### config.mk
export PLATFORM = sky130hd
export DESIGN_NAME = ldp_hello_tlv_parser_top
export DESIGN_NICKNAME = d
export VERILOG_FILES = /design/src/rtl/core/lhtp_pkg.sv /design/src/rtl/core/lhtp_front.sv /design/src/rtl/core/lhtp_queue.sv /design/src/rtl/core/lhtp_walker.sv /design/src/rtl/core/ldp_hello_tlv_parser_top.sv
export SDC_FILE = /design/constraint.sdc
export NUM_CORES = 1
export LEC_CHECK = 0
export BUFFER_PORTS_ARGS = -buffer_cell sky130_fd_sc_hd__buf_4
export CAP_MARGIN = 0
export CORE_AREA = 2 2 155 157
export CTS_BUF_LIST = sky130_fd_sc_hd__clkbuf_4
export DETAILED_ROUTE_END_ITERATION = 6
export DIE_AREA = 0 0 157 159
export HOLD_SLACK_MARGIN = 0.03
export PLACE_DENSITY = 0.77
export SLEW_MARGIN = 40
export SYNTH_ARGS = -nofsm -noshare
export SYNTH_HDL_FRONTEND = slang
export SYNTH_SLANG_ARGS = --single-unit
export TNS_END_PERCENT = 50
### constraint.sdc
create_clock -name clk -period 12.7 [get_ports clk]
set_input_delay 0 -clock clk [delete_from_list [all_inputs] [get_ports clk]]
set_output_delay 0 -clock clk [all_outputs]
set_load 0.03 [all_outputs]
### src/rtl/core/lhtp_pkg.sv
// ----------------------------------------------------------------------------
// lhtp_pkg
// Types and constants shared by the LDP hello TLV parser modules.
// ----------------------------------------------------------------------------
package lhtp_pkg;

  localparam int unsigned QUEUE_DEPTH = 2;

  localparam logic [13:0] KIND_MASK         = 14'h3FFF;
  localparam logic [13:0] KIND_COMMON_HELLO = 14'h0400;
  localparam logic [13:0] KIND_TRANSPORT_V4 = 14'h0401;
  localparam logic [13:0] KIND_CFG_SEQNUM   = 14'h0402;
  localparam int unsigned T_FLAG_BIT        = 15;
  localparam int unsigned R_FLAG_BIT        = 14;
  localparam logic [15:0] MIN_VALUE_LEN     = 16'd4;
  localparam logic [2:0]  VALUE_BYTES       = 3'd4;

  localparam logic [1:0] STATUS_OK        = 2'd0;
  localparam logic [1:0] STATUS_OVERRUN   = 2'd1;
  localparam logic [1:0] STATUS_NO_COMMON = 2'd2;

  typedef struct packed {
    logic       has_byte;
    logic [7:0] data_byte;
    logic       end_of_body;
  } item_t;

  typedef struct packed {
    logic [1:0]  status;
    logic [15:0] hold_time;
    logic        targeted;
    logic        req_targeted;
    logic [31:0] transport_addr;
    logic [31:0] cfg_seqnum;
  } result_t;

  typedef enum logic [1:0] {
    OP_BYTE,
    OP_END,
    OP_BYTE_END
  } op_t;

  typedef struct packed {
    op_t        op;
    logic [7:0] data_byte;
  } work_t;

endpackage

### src/rtl/core/lhtp_front.sv
// ----------------------------------------------------------------------------
// lhtp_front
// Input stage: accepts items, drops empty non-final ones, tags the rest.
// ----------------------------------------------------------------------------
module lhtp_front (
  input  logic             clk,
  input  logic             rst,
  input  logic             push,
  output logic             full,
  input  lhtp_pkg::item_t  item,
  output logic             work_valid,
  output lhtp_pkg::work_t  work,
  input  logic             work_full
);

  logic            valid;
  lhtp_pkg::work_t work_reg;
  logic            ready;
  logic            accept;
  logic            keep;
  lhtp_pkg::op_t   op;

  assign ready  = !valid || !work_full;
  assign full   = !ready;
  assign accept = push && ready;
  assign keep   = item.has_byte || item.end_of_body;

  always_comb begin
    if (item.has_byte && item.end_of_body) begin
      op = lhtp_pkg::OP_BYTE_END;
    end else if (item.end_of_body) begin
      op = lhtp_pkg::OP_END;
    end else begin
      op = lhtp_pkg::OP_BYTE;
    end
  end

  always_ff @(posedge clk) begin
    if (rst) begin
      valid <= 1'b0;
    end else if (accept && keep) begin
      valid <= 1'b1;
    end else if (!work_full) begin
      valid <= 1'b0;
    end
  end

  always_ff @(posedge clk) begin
    if (accept && keep) begin
      work_reg.op        <= op;
      work_reg.data_byte <= item.data_byte;
    end
  end

  assign work_valid = valid;
  assign work       = work_reg;

endmodule

### src/rtl/core/lhtp_queue.sv
// ----------------------------------------------------------------------------
// lhtp_queue
// Small FIFO of tagged beats between the front and the TLV walker.
// ----------------------------------------------------------------------------
module lhtp_queue #(
  parameter int unsigned DEPTH = lhtp_pkg::QUEUE_DEPTH
) (
  input  logic            clk,
  input  logic            rst,
  input  logic            wr_en,
  input  lhtp_pkg::work_t wr_data,
  output logic            full,
  input  logic            rd_en,
  output lhtp_pkg::work_t rd_data,
  output logic            empty
);

  localparam int unsigned AW = (DEPTH > 1) ? $clog2(DEPTH) : 1;
  localparam int unsigned CW = $clog2(DEPTH + 1);

  lhtp_pkg::work_t slots [DEPTH];
  logic [AW-1:0]   wr_ptr;
  logic [AW-1:0]   rd_ptr;
  logic [CW-1:0]   count;
  logic            do_wr;
  logic            do_rd;

  assign full    = count == CW'(DEPTH);
  assign empty   = count == '0;
  assign do_wr   = wr_en && !full;
  assign do_rd   = rd_en && !empty;
  assign rd_data = slots[rd_ptr];

  always_ff @(posedge clk) begin
    if (rst) begin
      wr_ptr <= '0;
      rd_ptr <= '0;
      count  <= '0;
    end else begin
      if (do_wr) begin
        wr_ptr <= (wr_ptr == AW'(DEPTH - 1)) ? '0 : wr_ptr + 1'b1;
      end
      if (do_rd) begin
        rd_ptr <= (rd_ptr == AW'(DEPTH - 1)) ? '0 : rd_ptr + 1'b1;
      end
      if (do_wr && !do_rd) begin
        count <= count + 1'b1;
      end else if (do_rd && !do_wr) begin
        count <= count - 1'b1;
      end
    end
  end

  always_ff @(posedge clk) begin
    if (do_wr) begin
      slots[wr_ptr] <= wr_data;
    end
  end

endmodule

### src/rtl/core/lhtp_walker.sv
// ----------------------------------------------------------------------------
// lhtp_walker
// TLV walker: header/value tracking, captures, and the result register.
// ----------------------------------------------------------------------------
module lhtp_walker (
  input  logic              clk,
  input  logic              rst,
  input  logic              work_valid,
  input  lhtp_pkg::work_t   work,
  output logic              work_take,
  output logic              empty,
  input  logic              pop,
  output lhtp_pkg::result_t result
);

  logic        in_value,        in_value_next;
  logic [1:0]  header_count,    header_count_next;
  logic [23:0] header_shift,    header_shift_next;
  logic [13:0] tlv_kind,        tlv_kind_next;
  logic        tlv_long_enough, tlv_long_enough_next;
  logic [15:0] value_remaining, value_remaining_next;
  logic [2:0]  value_index,     value_index_next;
  logic [31:0] value_shift,     value_shift_next;
  logic [15:0] saved_hold_time, saved_hold_time_next;
  logic [1:0]  saved_flags,     saved_flags_next;
  logic [31:0] saved_transport, saved_transport_next;
  logic [31:0] saved_cfg_seqnum, saved_cfg_seqnum_next;
  logic        seen_common,     seen_common_next;

  logic              res_valid;
  lhtp_pkg::result_t res_reg;
  lhtp_pkg::result_t res_next;
  logic              has_byte;
  logic              is_end;
  logic [7:0]        b;
  logic [15:0]       len;

  assign has_byte = work.op == lhtp_pkg::OP_BYTE || work.op == lhtp_pkg::OP_BYTE_END;
  assign is_end   = work.op == lhtp_pkg::OP_END || work.op == lhtp_pkg::OP_BYTE_END;
  assign b        = work.data_byte;
  assign len      = {header_shift[7:0], b};

  // an end beat needs the result slot free (or being popped this cycle)
  assign work_take = work_valid && (!is_end || !res_valid || pop);

  always_comb begin
    in_value_next         = in_value;
    header_count_next     = header_count;
    header_shift_next     = header_shift;
    tlv_kind_next         = tlv_kind;
    tlv_long_enough_next  = tlv_long_enough;
    value_remaining_next  = value_remaining;
    value_index_next      = value_index;
    value_shift_next      = value_shift;
    saved_hold_time_next  = saved_hold_time;
    saved_flags_next      = saved_flags;
    saved_transport_next  = saved_transport;
    saved_cfg_seqnum_next = saved_cfg_seqnum;
    seen_common_next      = seen_common;

    if (has_byte) begin
      if (!in_value) begin
        if (header_count != 2'd3) begin
          header_shift_next = {header_shift[15:0], b};
          header_count_next = header_count + 2'd1;
        end else begin
          tlv_kind_next        = header_shift[21:8] & lhtp_pkg::KIND_MASK;
          tlv_long_enough_next = len >= lhtp_pkg::MIN_VALUE_LEN;
          value_remaining_next = len;
          value_index_next     = '0;
          value_shift_next     = '0;
          header_count_next    = '0;
          header_shift_next    = '0;
          in_value_next        = len != 16'd0;
        end
      end else begin
        if (value_index < lhtp_pkg::VALUE_BYTES) begin
          value_shift_next = {value_shift[23:0], b};
          value_index_next = value_index + 3'd1;
          if (value_index == lhtp_pkg::VALUE_BYTES - 3'd1 && tlv_long_enough) begin
            if (tlv_kind == lhtp_pkg::KIND_COMMON_HELLO) begin
              saved_hold_time_next = value_shift_next[31:16];
              saved_flags_next     = {value_shift_next[lhtp_pkg::T_FLAG_BIT],
                                      value_shift_next[lhtp_pkg::R_FLAG_BIT]};
              seen_common_next     = 1'b1;
            end else if (tlv_kind == lhtp_pkg::KIND_TRANSPORT_V4) begin
              saved_transport_next = value_shift_next;
            end else if (tlv_kind == lhtp_pkg::KIND_CFG_SEQNUM) begin
              saved_cfg_seqnum_next = value_shift_next;
            end
          end
        end
        if (value_remaining != 16'd0) begin
          value_remaining_next = value_remaining - 16'd1;
        end
        if (value_remaining_next == 16'd0) begin
          in_value_next = 1'b0;
        end
      end
    end

    res_next = '0;
    if (in_value_next && value_remaining_next != 16'd0) begin
      res_next.status = lhtp_pkg::STATUS_OVERRUN;
    end else if (!seen_common_next) begin
      res_next.status = lhtp_pkg::STATUS_NO_COMMON;
    end else begin
      res_next.status         = lhtp_pkg::STATUS_OK;
      res_next.hold_time      = saved_hold_time_next;
      res_next.targeted       = saved_flags_next[1];
      res_next.req_targeted   = saved_flags_next[0];
      res_next.transport_addr = saved_transport_next;
      res_next.cfg_seqnum     = saved_cfg_seqnum_next;
    end
  end

  always_ff @(posedge clk) begin
    if (rst) begin
      in_value         <= 1'b0;
      header_count     <= '0;
      header_shift     <= '0;
      tlv_kind         <= '0;
      tlv_long_enough  <= 1'b0;
      value_remaining  <= '0;
      value_index      <= '0;
      value_shift      <= '0;
      saved_hold_time  <= '0;
      saved_flags      <= '0;
      saved_transport  <= '0;
      saved_cfg_seqnum <= '0;
      seen_common      <= 1'b0;
    end else if (work_take) begin
      if (is_end) begin
        // body done: start clean for the next one
        in_value         <= 1'b0;
        header_count     <= '0;
        header_shift     <= '0;
        tlv_kind         <= '0;
        tlv_long_enough  <= 1'b0;
        value_remaining  <= '0;
        value_index      <= '0;
        value_shift      <= '0;
        saved_hold_time  <= '0;
        saved_flags      <= '0;
        saved_transport  <= '0;
        saved_cfg_seqnum <= '0;
        seen_common      <= 1'b0;
      end else begin
        in_value         <= in_value_next;
        header_count     <= header_count_next;
        header_shift     <= header_shift_next;
        tlv_kind         <= tlv_kind_next;
        tlv_long_enough  <= tlv_long_enough_next;
        value_remaining  <= value_remaining_next;
        value_index      <= value_index_next;
        value_shift      <= value_shift_next;
        saved_hold_time  <= saved_hold_time_next;
        saved_flags      <= saved_flags_next;
        saved_transport  <= saved_transport_next;
        saved_cfg_seqnum <= saved_cfg_seqnum_next;
        seen_common      <= seen_common_next;
      end
    end
  end

  always_ff @(posedge clk) begin
    if (rst) begin
      res_valid <= 1'b0;
    end else if (work_take && is_end) begin
      res_valid <= 1'b1;
    end else if (pop) begin
      res_valid <= 1'b0;
    end
  end

  always_ff @(posedge clk) begin
    if (work_take && is_end) begin
      res_reg <= res_next;
    end
  end

  assign empty  = !res_valid;
  assign result = res_reg;

endmodule

### src/rtl/core/ldp_hello_tlv_parser_top.sv
// ----------------------------------------------------------------------------
// ldp_hello_tlv_parser_top
// Walks LDP hello message body TLVs byte by byte; one result per body.
// ----------------------------------------------------------------------------
//
//  channel  | handshake          | payload
//  ---------+--------------------+-----------------------------------------
//  item     | push / full        | has_byte, data_byte, end_of_body
//  result   | empty / pop        | status, hold_time, T, R, transport, seq
//
// One beat per cycle while full is low; the TLV walker updates its state once
// per byte. A result passes through the front register, the queue and the
// result register after its end beat is accepted. Synchronous reset
// clears all control state and captures. A waiting result holds the walker at
// the next end beat; input is still accepted until the queue and the front
// register fill.
//
module ldp_hello_tlv_parser_top #(
  parameter int unsigned QUEUE_DEPTH = lhtp_pkg::QUEUE_DEPTH
) (
  input  logic              clk,
  input  logic              rst,
  input  logic              push,
  output logic              full,
  input  lhtp_pkg::item_t   item,
  output logic              empty,
  input  logic              pop,
  output lhtp_pkg::result_t result
);

  logic            fr_valid;
  lhtp_pkg::work_t fr_work;
  logic            q_full;
  logic            q_empty;
  lhtp_pkg::work_t q_head;
  logic            q_take;

  lhtp_front u_front (
    .clk        (clk),
    .rst        (rst),
    .push       (push),
    .full       (full),
    .item       (item),
    .work_valid (fr_valid),
    .work       (fr_work),
    .work_full  (q_full)
  );

  lhtp_queue #(
    .DEPTH (QUEUE_DEPTH)
  ) u_queue (
    .clk     (clk),
    .rst     (rst),
    .wr_en   (fr_valid),
    .wr_data (fr_work),
    .full    (q_full),
    .rd_en   (q_take),
    .rd_data (q_head),
    .empty   (q_empty)
  );

  lhtp_walker u_walker (
    .clk        (clk),
    .rst        (rst),
    .work_valid (!q_empty),
    .work       (q_head),
    .work_take  (q_take),
    .empty      (empty),
    .pop        (pop),
    .result     (result)
  );

endmodule
==> reports/results.ini <==
[placement]
hpwl_um = 20300
dp_slack_ps = 7030
gp_congestion = 0.910
numPortBuffers = 99

[layout]
largest_register_ffs = 84
multiInputGateArea_sq_um = 5250
drive_gt1_frac = 0.226
seq_area_sq_um = 6890
finalNetCount = 1356
syn_to_final_growth_pct = 16.5
final_core_util = 0.631
fillCellCount = 1857

[flow_run]
cap_violations = 0

[timing]
layout_worst_path_cycle_share = 0.404
fmax_mhz = 195
worst_pin_slew_ps = 852
rsz0062_at_grt = false
setup_ws_ps = 7570
hold_violations = 0
drv_slew = 0
setup_tns_ps = 0
max_slew_margin = 0.432
setup_viol = 0
skew_ps = 39.9
fin_crit_ps = 5130

[logic_synthesis]
yosysSeqAreaShare = 0.548
synthCells = 1242
netlist.area_leader.share = 0.276
ys_top_cells_by_area = dfxtp_1 28%, edfxtp_1 27%, a22oi_1 5.6%, mux2i_1 5.5%, nor2_1 4.4%
ys_async_sr_fraction = 0
synth_cell_types = 65
yosysMostFrequentCell = dfxtp_1
synth_top_area_cell = dfxtp_1
synth_nets = 1263
avgSynthCellArea_sq_um = 10.1
synth_flop_cell = dfxtp_1
netlist_area_sq_um = 12600
ys_ff_latch = 287
synth_commonest_cells = 173 x dfxtp_1, 148 x nor2_1, 114 x edfxtp_1, 104 x clkbuf_1, 95 x nand2_1
synth_edf_count = 114
yosysWarnings = 0

[clock_tree]
hold_buffers = 20
clk_path_buf_depth = 3
clkSlewWorstSetupHoldPaths_ps = 70
ctsResizeCount = 0
clk_latency_ps = 690
cts_tree = done
cts_root_buf = clkbuf_4
cts_made_buffers = 71
htree_num_levels = 3
numClockSinks = 287
postCtsSetupBuffers = 0

[global_routing]
grt_pass1_vias = 9659
overflow = 0
grt_pass1_wl_um = 51400
antenna_found_initial = 1
grt_max_degree = 88
gr-usage-all-layers = 0.257

[route]
first_pass_iters = 5
detail-route-antenna-nets = 0
drt-wirelength-per-cell_um = 19.0
vias = 10200
drc = 0
finalWirelength_um = 32500
via_per_inst = 5.96
drt_iter0_drc = 927

[setup_path]
rrSetupSlack_ps = 7570
regToRegEndpoint = u_walker.tlv_long_enough
crit_fanout = 25
critPathKind = reg -> reg
end_kind = flop
rr_worst_depth = 11
worstPathArrival_ps = 5710
start_kind = flop
cp.required_ps = 13290

[die]
fp-row-count = 56
die_w_um = 157
io-pin-count = 100
core_sq_um = 23200
die_area_sq_um = 25000
start_util = 0.541
die_h_um = 159

[worst_hold_path]
holdPathStages = 2
holdPathEnd = u_front.work[3]
worstHoldStart = item[4]
worst_hold_path_type = in -> reg

[run_status]
status = finished, final reports clean

[power_and_ir_drop]
leakage_nw = 4.89
total_power_mw = 2.57
power_density_nw_per_um2 = 176
peakVddDrop_mv = 0.136

-- area by class of cell --
| type | count | share of cell area |
|---|---|---|
| multi-input combinational | 826 | 0.359 |
| sequential | 287 | 0.471 |
| antenna | 1 | 0.000171 |
| timing repair buffer | 136 | 0.0763 |
| clock buffer | 107 | 0.0549 |
| clock inverter | 23 | 0.00829 |
| tap | 319 | 0.0273 |
| inverter | 13 | 0.00334 |
-- layer usage --
layer / wire (um) / up-vias / track usage
met2: 15600 / 473 / 0.412
met1: 13300 / 4881 / 0.338
li1: - / 4765 / -
met3: 2510 / 85 / 0.0563
met5: 0 / - / 0.0139
met4: 999 / 0 / 0.104
-- logic make-up after synthesis --
logic type,share of synthesized area
AO/OA/AOI/OAI,0.144
XOR/XNOR,0.00628
adder cells (fa/ha/maj),0.00698
buffers and inverters,0.0422
flip-flops,0.548
multiplexers,0.0640
AND/OR/NAND/NOR,0.188
-- through the flow --
stage / cells / instance area, sq um / hold WS [ps]
after detailed placement: 1560 / 13500 / 180
after CTS: 1710 / 14600 / 30.9
final: 1712 / 14600 / 122
after floorplan: 1242 / 12600 / 98.9
after global placement: 1557 / 13400 / 179
after global routing: 1712 / 14600 / 70.2
-- worst max-delay path: stages, from the launching register on --
cell	delay, ps
dfxtp_1	720
mux2i_1	250
buf_4	270
inv_1	250
ha_1	530
a21oi_2	500
clkinv_1	660
nor2_1	510
nand2_2	390
nor4_4	700
inv_1	80
o21ai_0	160
-- how the worst max path moves through the flow --
stage	start	to	slack (ps)
3_5_place_dp	flop	u_walker.tlv_long_enough	7030
2_1_floorplan	flop	u_walker.result[0]	4000
6_report	flop	u_walker.tlv_long_enough	7570
4_1_cts	flop	u_walker.tlv_long_enough	7010
5_1_grt	flop	u_walker.tlv_long_enough	7070
3_3_place_gp	flop	u_walker.tlv_long_enough	6970
-- where the power goes --
| part | internal, mW | total, mW | switching [mW] |
|---|---|---|---|
| Sequential | 1.08 | 1.12 | 0.0452 |
| Combinational | 0.184 | 0.678 | 0.493 |
| Clock | 0.408 | 0.775 | 0.367 |
-- cells in the final DEF (no fill, tap or decap), types with 18 or more instances in the layout --
master         count
a21oi_1           90
a22oi_1           93
buf_4            109
clkbuf_4         107
clkinv_1          18
dfxtp_1          171
dlygate4sd3_1     21
edfxtp_1         114
mux2i_1           69
nand2_1           94
nand3_1           74
nor2_1           144
nor3_1            39
nor3_2            43
o21ai_0           20
(Power assumes the default switching activity.)
